`config.mk`:
```
export PLATFORM = sky130hd
export DESIGN_NAME = dau_fifo
export DESIGN_NICKNAME = d
export VERILOG_FILES = /design/src/design/dau_pkg.sv /design/src/design/dau_fifo.sv
export SDC_FILE = /design/constraint.sdc
export NUM_CORES = 1
export LEC_CHECK = 0
export BUFFER_PORTS_ARGS = -buffer_cell sky130_fd_sc_hd__buf_2
export CAP_MARGIN = 40
export CORE_ASPECT_RATIO = 1.25
export CORE_UTILIZATION = 30
export DETAILED_ROUTE_END_ITERATION = 10
export HOLD_SLACK_MARGIN = 0.05
export SETUP_SLACK_MARGIN = 0.4
export SLEW_MARGIN = 5
export SYNTH_ARGS = -nofsm -noshare
export SYNTH_HDL_FRONTEND = slang
export SYNTH_SLANG_ARGS = --single-unit
```
`constraint.sdc`:
```
create_clock -name clk -period 2.4 [get_ports clk]
set_input_delay 0.24 -clock clk [delete_from_list [all_inputs] [get_ports clk]]
set_output_delay 0.24 -clock clk [all_outputs]
set_load 0.1 [all_outputs]
```
`src/design/dau_pkg.sv`:
```
// Shared widths and constants for the diamond angle to unit vector block.
package dau_pkg;

    localparam int ANGLE_W     = 24;
    localparam int DIR_W       = 16;
    // radicand is (x*x + y*y) scaled so that it always sits in this width
    localparam int ROOT_IN_W   = 2 * ANGLE_W + 2;
    localparam int ROOT_W      = ANGLE_W + 1;
    localparam int QUEUE_DEPTH = 4;
    localparam int DIR_MAX     = 32767;
    localparam int DIR_MIN_MAG = 32768;

endpackage

```
`src/design/dau_fifo.sv`:
```
// Short queue that decouples the front stage from the normalizing back end.
module dau_fifo #(
    parameter int WIDTH = 36
) (
    input  logic             clk,
    input  logic             rst_n,
    input  logic             wr_en,
    input  logic [WIDTH-1:0] wr_data,
    output logic             full,
    input  logic             rd_en,
    output logic [WIDTH-1:0] rd_data,
    output logic             empty
);
    import dau_pkg::*;

    localparam int PTR_W = $clog2(QUEUE_DEPTH);
    localparam int CNT_W = $clog2(QUEUE_DEPTH + 1);

    logic [WIDTH-1:0] mem_reg [QUEUE_DEPTH];
    logic [PTR_W-1:0] wr_ptr_reg;
    logic [PTR_W-1:0] rd_ptr_reg;
    logic [CNT_W-1:0] cnt_reg;
    logic [CNT_W-1:0] cnt_next;

    assign full    = (cnt_reg == CNT_W'(QUEUE_DEPTH));
    assign empty   = (cnt_reg == '0);
    assign rd_data = mem_reg[rd_ptr_reg];

    always_comb
    begin
        cnt_next = cnt_reg;
        if (wr_en && !rd_en)
        begin
            cnt_next = cnt_reg + 1'b1;
        end
        else if (rd_en && !wr_en)
        begin
            cnt_next = cnt_reg - 1'b1;
        end
    end

    always_ff @(posedge clk or negedge rst_n)
    begin
        if (!rst_n)
        begin
            wr_ptr_reg <= '0;
            rd_ptr_reg <= '0;
            cnt_reg    <= '0;
        end
        else
        begin
            if (wr_en)
            begin
                wr_ptr_reg <= wr_ptr_reg + 1'b1;
            end
            if (rd_en)
            begin
                rd_ptr_reg <= rd_ptr_reg + 1'b1;
            end
            cnt_reg <= cnt_next;
        end
    end

    always_ff @(posedge clk)
    begin
        if (wr_en)
        begin
            mem_reg[wr_ptr_reg] <= wr_data;
        end
    end

endmodule

```
# ---- Word-level counts from Yosys, hierarchy flattened
# Memories as Yosys holds them, arrays and structs flattened.
# Cells that the tools add are included.
# W data, S select, Z words.
dict set report word_totals {
  register_bits 7
  ramBits 144
  inputBits 40
  out_inout_bits 38
  elab_cells 19
  mem_count 1
}
# name words width read_ports rd_ports_with_merged_regs wr line
set mem_list {}
lappend mem_list {mem_reg 4 36 1 0 1 dau_fifo.sv:19} ;# logic [WIDTH-1:0] mem_reg [QUEUE_DEPTH];
dict set report classes {
  addsub 4
  n_eq_ne 1
  n_mux 4
  n_reduce_logical 6
}
# operator count
set op_table {}
lappend op_table {{$mux W3} 2}
lappend op_table {{$add A2 B1 Y2 const B} 2}
lappend op_table {{$add A3 B1 Y3 const B} 1}
lappend op_table {{$eq A3 B3 Y1 const B} 1}
lappend op_table {{$logic_not A3 Y1} 1}
lappend op_table {{$sub A3 B1 Y3 const B} 1}
lappend op_table {{$logic_and A1 B1 Y1} 2}
lappend op_table {{$logic_not A1 Y1} 2}
lappend op_table {{$mux W1} 2}
lappend op_table {{$reduce_bool A2 Y1} 1}

# ---- Longest topological paths before layout
dict set report logic_depth {
  ltp_word 4
  mapped_depth 7
  ltp_nobuf 7
}

# ---- Worst setup path before layout
# Ideal clock, no wire load.
dict set report synth_timing {
  kind {register -> output}
  start {register cnt_reg[0]}
  end {output port full}
  t_arrival_ns 2.653
  required_time_ns 2.160
  setup_slack_ns -0.493
  path_stages_with_launch 2
  cell_sequence {dfrtp_1 -> nor3b_1}
}
dict set report synth_between {
  elab_chain_cells 1
}
# item line
set synth_rtl {}
lappend synth_rtl {{start: declaration} dau_fifo.sv:22} ;# logic [CNT_W-1:0] cnt_reg;
lappend synth_rtl {{start signal: assignment} dau_fifo.sv:60} ;# cnt_reg <= cnt_next;
lappend synth_rtl {{$eq A3 B3 Y1} dau_fifo.sv:25} ;# assign full = (cnt_reg == CNT_W'(QUEUE_DEPTH));
lappend synth_rtl {{end: declaration} dau_fifo.sv:9} ;# output logic full,
# Every way passes these cells.

# ---- Worst setup path after layout
dict set report layout_timing {
  start {register rd_ptr_reg[0]}
  end {output port rd_data[25]}
}
dict set report layout_between {
  elab_chain_cells 1
}
# item line
set layout_rtl {}
lappend layout_rtl {{start: declaration} dau_fifo.sv:21} ;# logic [PTR_W-1:0] rd_ptr_reg;
lappend layout_rtl {{start signal: assignment} dau_fifo.sv:58} ;# rd_ptr_reg <= rd_ptr_reg + 1'b1;
lappend layout_rtl {{$mem_v2 Z4 W36} --}
lappend layout_rtl {{end: declaration} dau_fifo.sv:11} ;# output logic [WIDTH-1:0] rd_data,
# Every way passes these cells.

==> impl_results.html <==
<table>
<tr><th>Metric</th><th>Value</th></tr>
<tr><th colspan="2">Yosys</th></tr>
<tr><td>Library cell with the largest summed area after synthesis</td><td>sky130_fd_sc_hd__edfxtp_1</td></tr>
<tr><td>Gate count of the mapped netlist</td><td>approximately 220</td></tr>
<tr><td>Top cells by area, synth</td><td>sky130_fd_sc_hd__edfxtp_1, sky130_fd_sc_hd__mux4_2, sky130_fd_sc_hd__dfrtp_1, sky130_fd_sc_hd__ha_1, sky130_fd_sc_hd__buf_12</td></tr>
<tr><td>Count of synthesis-stage warnings from yosys</td><td>0</td></tr>
<tr><td>Average size of a mapped cell</td><td>25.24 um^2</td></tr>
<tr><td>Post-synthesis net count</td><td>roughly 270</td></tr>
<tr><td>Area share of the largest cell type after synthesis</td><td>0.7716</td></tr>
<tr><td>Post-synth design cell area</td><td>5604 um^2</td></tr>
<tr><td>Sequential share of the synthesized area</td><td>0.8029</td></tr>
<tr><td>Cell variety after synth</td><td>19</td></tr>
<tr><td>Register bit total from synthesis</td><td>151</td></tr>
<tr><th colspan="2">Hold path</th></tr>
<tr><td>Hold Path Class</td><td>input port to flop</td></tr>
<tr><td>Hold-critical path depth</td><td>1</td></tr>
<tr><th colspan="2">Clock network</th></tr>
<tr><td>H-tree level count</td><td>4</td></tr>
<tr><td>CTS root buf</td><td>sky130_fd_sc_hd__clkbuf_16</td></tr>
<tr><td>Max Root-Sink Buffers</td><td>2</td></tr>
<tr><td>Worst-path clk slew</td><td>approximately 0.060 ns</td></tr>
<tr><td>Clock insertion delay at the later pin of the skew report</td><td>between 0.4 and 0.5 ns</td></tr>
<tr><td>Clock sink count</td><td>~150</td></tr>
<tr><td>TritonCTS clock tree</td><td>yes</td></tr>
<tr><td>Inserted Clock Buffers</td><td>17</td></tr>
<tr><th colspan="2">Layout</th></tr>
<tr><td>Share of layout cells above drive strength 1</td><td>0.4397</td></tr>
<tr><td>Highest-count cells in the layout ignoring fill and taps</td><td>sky130_fd_sc_hd__edfxtp_1, sky130_fd_sc_hd__buf_2, sky130_fd_sc_hd__dlygate4sd3_1</td></tr>
<tr><td>Number of filler cells placed in the layout</td><td>between 1,500 and 2,000</td></tr>
<tr><td>Antenna cell count</td><td>0</td></tr>
<tr><td>Area growth syn-to-layout</td><td>34.74%</td></tr>
<tr><td>Flip-flop count of the largest register after layout</td><td>~140</td></tr>
<tr><td>Commonest non-fill, non-tap cell in the layout</td><td>sky130_fd_sc_hd__edfxtp_1</td></tr>
<tr><td>Final nets</td><td>between 400 and 500</td></tr>
<tr><td>Non-Filler Cell Area, Final</td><td>about 7600 um^2</td></tr>
<tr><th colspan="2">Floorplan</th></tr>
<tr><td>Total die area</td><td>a little under 20,000 um^2</td></tr>
<tr><td>Core Box Area</td><td>18,170 um^2</td></tr>
<tr><td>Die H</td><td>around 150 um</td></tr>
<tr><td>Number of cell rows</td><td>between 50 and 60</td></tr>
<tr><td>Effective utilization at floorplan</td><td>0.3085</td></tr>
<tr><td>Top Ports</td><td>between 70 and 80</td></tr>
<tr><td>Width of the chip</td><td>124.2 um</td></tr>
<tr><th colspan="2">Placed design</th></tr>
<tr><td>GPL Wtd Cong</td><td>roughly 0.66</td></tr>
<tr><td>Post-detailed-placement cell area</td><td>about 6400 um^2</td></tr>
<tr><td>Count of input and output buffers</td><td>77</td></tr>
<tr><td>Final HPWL DP</td><td>approximately 6500 um</td></tr>
<tr><th colspan="2">Critical path</th></tr>
<tr><td>Arrival time reported for the critical path endpoint</td><td>1.83 ns</td></tr>
<tr><td>Element type at the critical path end</td><td>output pin</td></tr>
<tr><td>Kind of critical path</td><td>flop to output pin</td></tr>
<tr><td>Number of cells traversed by the worst register-to-register path</td><td>4</td></tr>
<tr><td>Critical Path Fanout Max</td><td>14</td></tr>
<tr><td>Reg2Reg Setup Slack</td><td>roughly 0.8 ns</td></tr>
<tr><td>Startpoint type of the worst setup path</td><td>flop</td></tr>
<tr><td>Required @ worst endpoint</td><td>around 2.2 ns</td></tr>
<tr><th colspan="2">STA</th></tr>
<tr><td>Count of final max-slew check failures</td><td>0</td></tr>
<tr><td>Period utilization</td><td>0.8646</td></tr>
<tr><td>Clock period minus worst slack</td><td>just over 2 ns</td></tr>
<tr><td>Fmax achieved</td><td>between 400 and 500 MHz</td></tr>
<tr><td>Clock Skew</td><td>approximately 0.0061 ns</td></tr>
<tr><td>RSZ-0062 raised after global routing</td><td>true</td></tr>
<tr><td>Total negative slack</td><td>0 ns</td></tr>
<tr><td>Worst max-slew margin expressed relative to the limit</td><td>0.6764</td></tr>
<tr><td>Worst Max-Slew Pin Slew</td><td>between 0.4 and 0.5 ns</td></tr>
<tr><td>Setup-violating endpoint count in the final report</td><td>0</td></tr>
<tr><td>Hold violation count in the final report</td><td>0</td></tr>
<tr><th colspan="2">GRT</th></tr>
<tr><td>Largest net degree at the start of global routing</td><td>30</td></tr>
<tr><td>Number of global-route vias before repair</td><td>approximately 3,000</td></tr>
<tr><td>Overall global routing resource usage</td><td>0.1193</td></tr>
<tr><td>Global-route wire length before repair</td><td>16,870 um</td></tr>
<tr><td>Initial antenna violation count</td><td>1</td></tr>
<tr><td>Overflow after GRT</td><td>0</td></tr>
<tr><th colspan="2">Detailed routing</th></tr>
<tr><td>WL/cell</td><td>approximately 17 um</td></tr>
<tr><td>Via/cell ratio</td><td>between 4 and 5</td></tr>
<tr><td>Routed wire length</td><td>10,450 um</td></tr>
<tr><td>Violation count after the first detailed-route iteration</td><td>150</td></tr>
<tr><td>Antenna Nets Post-Route</td><td>0</td></tr>
<tr><td>DRC violations left</td><td>0</td></tr>
<tr><td>Initial DRT Pass Iterations</td><td>4</td></tr>
<tr><td>Via count</td><td>roughly 2,700</td></tr>
<tr><th colspan="2">Outcome</th></tr>
<tr><td>Result of the run</td><td>completed</td></tr>
<tr><th colspan="2">Job</th></tr>
<tr><td>Max Cap Violations</td><td>0</td></tr>
</table>
stage by stage:
step,setup slack [ns],hold WS [ns],utilization,cells
floorplan,0.4829,-0.05559,-,222
global placement,0.4870,0.09007,0.3500,528
detailed placement,0.4935,0.09700,0.3500,528
CTS,0.2711,0.05746,0.4156,601
global route,0.2451,0.06547,0.4156,601
finish,0.3250,0.07756,0.4156,601
kinds of logic after synthesis:
logic type / after synthesis / synth area share
AO/OA/AOI/OAI: 1 / 0.0008922
AND/OR/NAND/NOR: 9 / 0.008706
XOR/XNOR: 6 / 0.009377
adder cells (fa/ha/maj): 6 / 0.01474
multiplexers: 37 / 0.1467
buffers and inverters: 12 / 0.01674
flip-flops: 151 / 0.8029
synthesized netlist by cell type:
library cell	instances
sky130_fd_sc_hd__and2_1	4
sky130_fd_sc_hd__o21ai_0	1
sky130_fd_sc_hd__buf_2	4
sky130_fd_sc_hd__buf_12	2
sky130_fd_sc_hd__inv_1	4
sky130_fd_sc_hd__buf_4	1
sky130_fd_sc_hd__buf_6	1
sky130_fd_sc_hd__dfrtp_1	7
sky130_fd_sc_hd__edfxtp_1	144
sky130_fd_sc_hd__nor3b_1	1
sky130_fd_sc_hd__ha_1	5
sky130_fd_sc_hd__xor2_1	4
sky130_fd_sc_hd__nor3_1	1
sky130_fd_sc_hd__xnor2_1	2
sky130_fd_sc_hd__mux4_2	36
sky130_fd_sc_hd__nor2_1	1
sky130_fd_sc_hd__nand2_1	2
sky130_fd_sc_hd__fa_1	1
sky130_fd_sc_hd__mux2_2	1
worst max-delay path, stage by stage (launching register included):
cell and delay, ns:
sky130_fd_sc_hd__dfrtp_4 0.48, sky130_fd_sc_hd__buf_12 0.18, sky130_fd_sc_hd__mux4_2 0.54, sky130_fd_sc_hd__buf_6 0.21
worst paths after layout:
kind	from	endpoint
setup / recovery	rd_ptr_reg[0]	rd_data[25]
hold / removal	wr_data[17]	mem_reg[1][17]
setup reg to reg	wr_ptr_reg[0]	mem_reg[2][3]
hold reg to reg	cnt_reg[2]	cnt_reg[2]
max in group asynchronous	rst_n	rd_ptr_reg[1]
min in group asynchronous	rst_n	cnt_reg[0]
metal layers:
metal  track usage  vias up  part of all wire
met4       0.04877        2             0.018
met3       0.03805       13             0.038
met1        0.1358     1384              0.41
li1              -     1210                 -
met2        0.2071       61              0.54
met5             0        -            0.0016
cell type report:
| class | count | area (um^2) | area share |
|---|---|---|---|
| sequential | 151 | 4507 | 0.5969 |
| timing repair buffer | 127 | 1154 | 0.1528 |
| multi-input combinational | 59 | 1026 | 0.1359 |
| clock buffer | 19 | 432.9 | 0.05733 |
| tap | 228 | 285.3 | 0.03778 |
| clock inverter | 13 | 131.4 | 0.01740 |
| inverter | 4 | 15.01 | 0.001988 |
timing repair:
action | in CTS | in global routing
setup endpoints to repair | 36 | 36
resized for setup | 73 | 0
hold buffers | 37 | 0
buffers inserted | 4 | 0
hold endpoints to repair | 148 | 0
Power is left out: the tool's default activity adds up to more than one toggle a clock period on the data nets, which glitch-free logic cannot reach.
