`src/design/dau_pkg.sv`:
```
// Shared widths and constants for the diamond angle to unit vector block.
package dau_pkg;

    localparam int ANGLE_W     = 24;
    localparam int DIR_W       = 16;
    // radicand is (x*x + y*y) scaled so that it always sits in this width
    localparam int ROOT_IN_W   = 2 * ANGLE_W + 2;
    localparam int ROOT_W      = ANGLE_W + 1;
    localparam int QUEUE_DEPTH = 4;
    localparam int DIR_MAX     = 32767;
    localparam int DIR_MIN_MAG = 32768;

endpackage

```
`src/design/dau_front.sv`:
```
// Front stage: wraps the angle into one turn and forms the diamond direction.
module dau_front #(
    parameter int FRAC_BITS = 16
) (
    input  logic                               clk,
    input  logic                               rst_n,
    input  logic                               push,
    output logic                               full,
    input  logic signed [dau_pkg::ANGLE_W-1:0] diamond_angle,
    input  logic                               q_full,
    output logic                               q_push,
    output logic [2*(FRAC_BITS+2)-1:0]         q_data
);
    import dau_pkg::*;

    localparam int DW = FRAC_BITS + 2;
    localparam int MW = FRAC_BITS + 1;
    localparam int OW = 2 * (MW + 1);

    localparam logic signed [DW:0] ONE_S   = (DW+1)'(1 << FRAC_BITS);
    localparam logic signed [DW:0] TWO_S   = (DW+1)'(2 << FRAC_BITS);
    localparam logic signed [DW:0] THREE_S = (DW+1)'(3 << FRAC_BITS);
    // 4.0 wraps to the sign bit here; the subtraction still comes out right
    localparam logic signed [DW:0] FOUR_S  = (DW+1)'(4 << FRAC_BITS);

    logic signed [ANGLE_W+DW-1:0] ang_ext;
    logic signed [DW:0]           dv;
    logic signed [DW:0]           x_val;
    logic signed [DW:0]           y_val;
    logic signed [DW:0]           x_abs;
    logic signed [DW:0]           y_abs;
    logic [OW-1:0]                data_next;
    logic [OW-1:0]                data_reg;
    logic                         vld_reg;
    logic                         adv;

    assign ang_ext = (ANGLE_W+DW)'(diamond_angle);
    assign dv      = signed'({1'b0, ang_ext[DW-1:0]});

    always_comb
    begin
        if (dv < TWO_S)
        begin
            x_val = ONE_S - dv;
        end
        else
        begin
            x_val = dv - THREE_S;
        end

        if (dv < THREE_S)
        begin
            if (dv > ONE_S)
            begin
                y_val = TWO_S - dv;
            end
            else
            begin
                y_val = dv;
            end
        end
        else
        begin
            y_val = dv - FOUR_S;
        end

        x_abs = x_val[DW] ? -x_val : x_val;
        y_abs = y_val[DW] ? -y_val : y_val;
    end

    assign data_next = {x_val[DW], x_abs[MW-1:0], y_val[DW], y_abs[MW-1:0]};

    assign adv    = !vld_reg || !q_full;
    assign full   = !adv;
    assign q_push = vld_reg && !q_full;
    assign q_data = data_reg;

    always_ff @(posedge clk or negedge rst_n)
    begin
        if (!rst_n)
        begin
            vld_reg <= 1'b0;
        end
        else if (adv)
        begin
            vld_reg <= push;
        end
    end

    always_ff @(posedge clk)
    begin
        if (adv && push)
        begin
            data_reg <= data_next;
        end
    end

endmodule

```
`config.mk`:
```
export PLATFORM = sky130hd
export DESIGN_NAME = dau_front
export DESIGN_NICKNAME = d
export VERILOG_FILES = /design/src/design/dau_pkg.sv /design/src/design/dau_front.sv
export SDC_FILE = /design/constraint.sdc
export NUM_CORES = 1
export LEC_CHECK = 0
export BUFFER_PORTS_ARGS = -buffer_cell sky130_fd_sc_hd__buf_2
export CORE_MARGIN = 3
export CORE_UTILIZATION = 35
export DETAILED_ROUTE_END_ITERATION = 7
export PLACE_DENSITY = 0.54
export SLEW_MARGIN = 15
export SYNTH_ARGS = -nofsm -noshare
export SYNTH_HDL_FRONTEND = slang
export SYNTH_SLANG_ARGS = --single-unit
```
`constraint.sdc`:
```
create_clock -name clk -period 3.2 [get_ports clk]
set_clock_uncertainty 0.1 [all_clocks]
set_input_delay 0.48 -clock clk [delete_from_list [all_inputs] [get_ports clk]]
set_output_delay 0.48 -clock clk [all_outputs]
set_load 0.005 [all_outputs]
```
=== Yosys cells after proc, flatten, opt, wreduce, memory -nomap -nowiden ===
Index checks and enable logic that the tools add are counted.

* Flip-flop bits (word level): 37
* Input bits: 28
* Output and inout port bits: 38
* Word-level logic and storage cells: 22

* $add $sub $neg: 6
* Magnitude comparators: 3
* Muxes and demuxes: 5
* Reduce and logical (&&, ||, !) cells: 6

{| class="wikitable"
|+ Operators with widths
! kind !! number
|-
| two-way mux 19 bit || 3
|-
| < comparator 18 bit (second input constant) || 2
|-
| two-way mux 17 bit || 2
|-
| negator 17 bit || 2
|-
| subtractor 17 x 18 -> 19 bit (first input constant) || 1
|-
| subtractor 18 x 18 -> 19 bit (first input constant) || 1
|-
| subtractor 18 x 18 -> 19 bit (second input constant) || 1
|-
| subtractor 19 bit (second input constant) || 1
|-
| > comparator 18 x 17 -> 1 bit (second input constant) || 1
|-
| logical NOT 1 bit || 3
|-
| logical AND 1 bit || 2
|-
| logical OR 1 bit || 1
|}

=== Logic depth before layout (Yosys ltp) ===
* Word-level depth: 5
* Gate-level depth with buffers: 13
* Mapped depth without buffers: 10

=== Worst setup path before layout ===
Ideal clock, no wire load.

* Kind: input-to-reg
* Start: in diamond_angle[0] (netlist name)
* End: reg data_reg[23], in the netlist q_data[23] (data pin)
* Setup time: 0.267 ns
* Data arrival time: 2.978 ns
* Data required time: 2.833 ns
* Setup slack: -0.146 ns
* Stages on the path: 12
* Path buffers: 2
* Cell sequence: buf_2 -> inv_1 -> ha_1 -> or4b_1 -> buf_2 -> or4_4 -> or3_4 -> a21oi_4 -> inv_1 -> o21ai_1 -> a2bb2oi_2 -> xnor2_1

* Elaborated cells on any way between the ends: 6
* Classes of those cells: 3 x add/sub; 1 x order compare; 2 x mux

{| class="wikitable"
|+ RTL lines
! item !! RTL line !! text
|-
| start, declared || dau_front.sv:9 || <nowiki>input logic signed [dau_pkg::ANGLE_W-1:0] diamond_angle,</nowiki>
|-
| subtractor 18 x 18 -> 19 bit (tied with other cells) || dau_front.sv:48 || <nowiki>x_val = dv - THREE_S;</nowiki>
|-
| two-way mux 19 bit (*) || dau_front.sv:42 || <nowiki>if (dv < TWO_S)</nowiki>
|-
| via x_val[18] || dau_front.sv:28 || <nowiki>logic signed [DW:0] x_val;</nowiki>
|-
| two-way mux 17 bit (*) || dau_front.sv:67 || <nowiki>x_abs = x_val[DW] ? -x_val : x_val;</nowiki>
|-
| via x_abs[5] || dau_front.sv:30 || <nowiki>logic signed [DW:0] x_abs;</nowiki>
|-
| end signal, assigned || dau_front.sv:94 || <nowiki>data_reg <= data_next;</nowiki>
|-
| end, declared || dau_front.sv:33 || <nowiki>logic [OW-1:0] data_reg;</nowiki>
|}

Mark *: on every way through the listed nets, which the timed path passes. The rest lies on a longest branch.
A chain may end at the register's enable or synchronous reset.

=== Final worst setup path ===
* Start: in diamond_angle[1] (netlist name)
* End: reg data_reg[10], in the netlist q_data[10] (data pin)

* Elaborated cells on any way between the ends: 8
* Classes of those cells: 3 x add/sub; 2 x order compare; 3 x mux

{| class="wikitable"
|+ RTL lines
! item !! RTL line !! text
|-
| subtractor 18 x 18 -> 19 bit / > comparator 18 x 17 -> 1 bit (equally long branches) || dau_front.sv:55, dau_front.sv:53 ||
|-
| two-way mux 19 bit || dau_front.sv:53 || <nowiki>if (dv > ONE_S)</nowiki>
|-
| two-way mux 19 bit (*) || dau_front.sv:51 || <nowiki>if (dv < THREE_S)</nowiki>
|-
| via y_val[18] || dau_front.sv:29 || <nowiki>logic signed [DW:0] y_val;</nowiki>
|-
| two-way mux 17 bit (*) || dau_front.sv:68 || <nowiki>y_abs = y_val[DW] ? -y_val : y_val;</nowiki>
|-
| via y_abs[10] || dau_front.sv:31 || <nowiki>logic signed [DW:0] y_abs;</nowiki>
|}

Marks and branches as above.

==> impl_results.rst <==
.. list-table::
   :header-rows: 1

   * - Metric
     - Value
   * - Run status
     - completed
   * - Number of cells traversed by the worst hold path
     - 2
   * - Total iterations of the first detailed-routing run
     - 5
   * - Final cell count without fillers
     - 572
   * - Max capacitance violation total
     - 0
   * - Placed Cells incl. Taps
     - 563
   * - Final routed wirelength across all metal layers
     - 8810 um
   * - Cell class contributing the biggest share of worst-path delay
     - simple AND/OR/NAND/NOR gates
   * - Number of core rows
     - 33
   * - H-Tree Level Count
     - 2
   * - Highest clock rate
     - 0.326 GHz
   * - Worst Path Max Fanout
     - 6
   * - Pin slew with the least headroom to its limit
     - 0.531 ns
   * - Via-to-Cell Ratio
     - 5.11
   * - Post-route minimum period
     - 3.07 ns
   * - Critical path, cell by cell
     - buf_2, inv_1, ha_4, or4b_4, or4_4, or3_4, o21ai_2, buf_4, inv_2, o21ai_0, xnor2_1
   * - Sum of net half-perimeters after detailed placement
     - 7060 um
   * - Internal Pwr Total
     - 1010 uW
   * - Fill cell total of the finished layout
     - 797
   * - CTS sink count
     - 36
   * - Combinational power share
     - 33.0%
   * - Number of diodes
     - 0
   * - Cell at the slowest stage of the critical path
     - or4_4
   * - Average size of a mapped cell
     - 8.98 um^2
   * - Endpoint of the worst register-to-register path
     - q_data[16]
   * - Leakage
     - 0.00169 uW
   * - CTS tree
     - built
   * - Clock edge transition at the registers on the reported setup and hold paths
     - 0.07 ns
   * - Most used flip-flop cell after synthesis
     - edfxtp_1
   * - Cells after synthesis
     - 336
   * - Cell count along the critical path
     - 11
   * - Die width
     - 98.8 um
   * - Commonest non-fill, non-tap cells in the layout
     - buf_4, buf_2, nor2_1, xnor2_1, edfxtp_1
   * - RSZ-0062 raised after global routing
     - no
   * - Vias in the first global route
     - 2,769
   * - Relative slew margins
     - 64.6%
   * - Power dissipated by switching net loads
     - 416 uW
   * - Setup crit end kind
     - flip-flop
   * - Number of top-level pins
     - 66
   * - Fraction of the yosys area taken by sequential cells
     - 35.7%
   * - WP buf/inv
     - 4
   * - DRT iter0 DRCs
     - 196
   * - Master cell of the clock root buffer
     - clkbuf_8
   * - Placement-stage cell area
     - 4010 um^2
   * - Initial standard-cell utilization of the core
     - 36.3%
   * - Routability congestion estimate from global placement
     - 0.919
   * - Leftover overflow at the end of global routing
     - 0
   * - Share of synthesized registers carrying an async set or reset
     - 2.78%
   * - Global router's overall resource usage
     - 18.2%
   * - Distinct cell type count after synthesis
     - 65
   * - Synthesized net count
     - 366
   * - Commonest non-fill, non-tap cell in the layout
     - buf_4
   * - Largest buffer count on any clock path
     - 2
   * - Worst Setup Start Kind
     - input port
   * - Power density relative to cell area
     - 343 nW/um^2
   * - Peak supply drop
     - 0.114 mV
   * - Number of synthesized flops with an enable pin
     - 35
   * - Worst setup path category
     - in -> reg
   * - Final Setup Violations
     - 0
   * - ANT nets after route
     - 0
   * - Final-report hold violation count
     - 0
   * - Depth of the most critical reg-to-reg path
     - 3
   * - Die Area
     - 9770 um^2
   * - Layout Cell Area excl Fill
     - 4150 um^2
   * - Critical path destination
     - q_data[10]
   * - Flip-flop and latch count after synthesis
     - 36
   * - Period utilization
     - 95.9%
   * - Wire length of the first global-routing pass
     - 14,400 um
   * - Antenna violations before repair
     - 0
   * - Worst hold path class
     - in -> reg
   * - # nets final
     - 496
   * - Via count
     - 2,925
   * - Final max-slew violation count
     - 0
   * - Worst path max stage delay
     - 0.57 ns
   * - Setup slack, reg-to-reg
     - 1.66 ns
   * - Core Region
     - 8300 um^2
   * - Die outline height
     - 98.8 um
   * - Flip-flop count of the largest register, all copies and words added
     - 35
   * - Synthesis warning total
     - 0
   * - CTS Buf Count
     - 5
   * - Pin count of the biggest net entering global routing
     - 36
   * - Launch instance of the worst register-to-register path
     - vld_reg
   * - Post-synth design cell area
     - 3020 um^2
   * - Drt drc
     - 0
   * - Worst Path Required
     - 3.13 ns
   * - Critical path origin
     - diamond_angle[1]
   * - Clock share of power
     - 25.4%
   * - IO buf count
     - 59
   * - Layout overhead on the synthesized area
     - 37.5%
   * - Data arrival at the endpoint of the critical path
     - 3.00 ns
   * - Clock latency on the worst-skew pair
     - 0.28 ns
   * - Number of buffers added for setup after CTS
     - 0
   * - Average wire per standard cell
     - 15.4 um
   * - Switching power share of the total
     - 29.3%
   * - Sequential power share
     - 41.6%
   * - Share of post-route cells with drive strength above 1
     - 38.8%
-- through the flow --
stage          worst slack, ns  TNS, ns  util [%]  total power [uW]  hold slack (ns)
2_1_floorplan          -0.0251  -0.0452         -               876           0.0844
3_3_place_gp            -0.176    -3.17      48.3              1060            0.155
3_5_place_dp            -0.208    -3.92      48.3              1070            0.159
4_1_cts                 0.0762        0      49.7              1440            0.311
5_1_grt                 0.0103        0      50.0              1510            0.325
6_report                 0.130        0      50.0              1420            0.322
-- cell usage after synthesis, types with 2 or more instances --
cell / count / area [um^2]
a21o_1: 2 / 15.0
a21oi_1: 21 / 105
a31oi_1: 9 / 56.3
and2_1: 2 / 12.5
and3_1: 3 / 18.8
buf_2: 5 / 25.0
buf_4: 3 / 22.5
clkbuf_1: 12 / 45.0
edfxtp_1: 35 / 1050
ha_1: 2 / 25.0
inv_1: 6 / 22.5
mux2i_1: 2 / 20.0
nand2_1: 23 / 86.3
nand2b_1: 3 / 18.8
nand3_1: 6 / 30.0
nand3b_1: 3 / 22.5
nand4_1: 2 / 12.5
nor2_1: 45 / 169
nor2b_1: 6 / 37.5
nor3_1: 7 / 35.0
nor3_2: 2 / 20.0
nor3b_1: 2 / 15.0
o211ai_1: 2 / 15.0
o21ai_0: 18 / 90.1
o21ai_1: 3 / 15.0
o31ai_1: 3 / 22.5
or2_2: 3 / 18.8
or3_1: 5 / 31.3
or4_1: 5 / 37.5
or4_4: 2 / 22.5
xnor2_1: 44 / 385
xor2_1: 17 / 149
-- kinds of logic (layout without fill, tap and decap cells) --
kind of cell / after synthesis / count (layout) / share of synthesized area, %
AO/OA/AOI/OAI: 76 / 76 / 17.5
XOR/XNOR: 61 / 61 / 17.7
adder cells (fa/ha/maj): 2 / 2 / 0.829
buffers and inverters: 29 / 160 / 4.23
flip-flops: 36 / 36 / 35.7
multiplexers: 3 / 3 / 1.04
AND/OR/NAND/NOR: 129 / 129 / 23.1
-- per-layer routing --
layer	up-vias	share of wire [%]	routed length [um]	track usage, %
met4	0	0.97	85	3.47
met5	-	0	0	0
met3	6	5.5	482	2.34
met2	97	47	4100	29.9
met1	1353	47	4140	25.9
li1	1469	-	-	-
-- what timing repair did --
action | CTS | global route
endpoints found under the hold margin | 1 | 0
hold buffers | 1 | 0
endpoints found under the setup margin | 0 | 4
resized for setup | 0 | 4
-- power by group through the flow --
stage / clock (uW) / combinational, uW / sequential (uW)
finish: 362 / 469 / 591
CTS: 378 / 468 / 592
global placement: 0 / 460 / 601
detailed placement: 0 / 465 / 602
global route: 397 / 518 / 595
floorplan: 0 / 264 / 612
-- area by class of cell --
type	instances	area [um^2]	share of cell area [%]
Tap cell	105	131	3.17
Sequential cell	36	1080	25.9
Timing Repair Buffer	145	943	22.7
Clock buffer	8	100	2.41
Multi-Input combinational cell	271	1860	44.9
Inverter	7	33.8	0.814
-- how the worst min path moves through the flow --
stage          slack (ns)      end   from
6_report             0.32  vld_reg   push
4_1_cts              0.31  vld_reg   push
5_1_grt              0.33  vld_reg   push
2_1_floorplan        0.08  vld_reg  rst_n
3_5_place_dp         0.16  vld_reg  rst_n
3_3_place_gp         0.15  vld_reg  rst_n
Note: power is estimated with default switching activity, not from simulation.
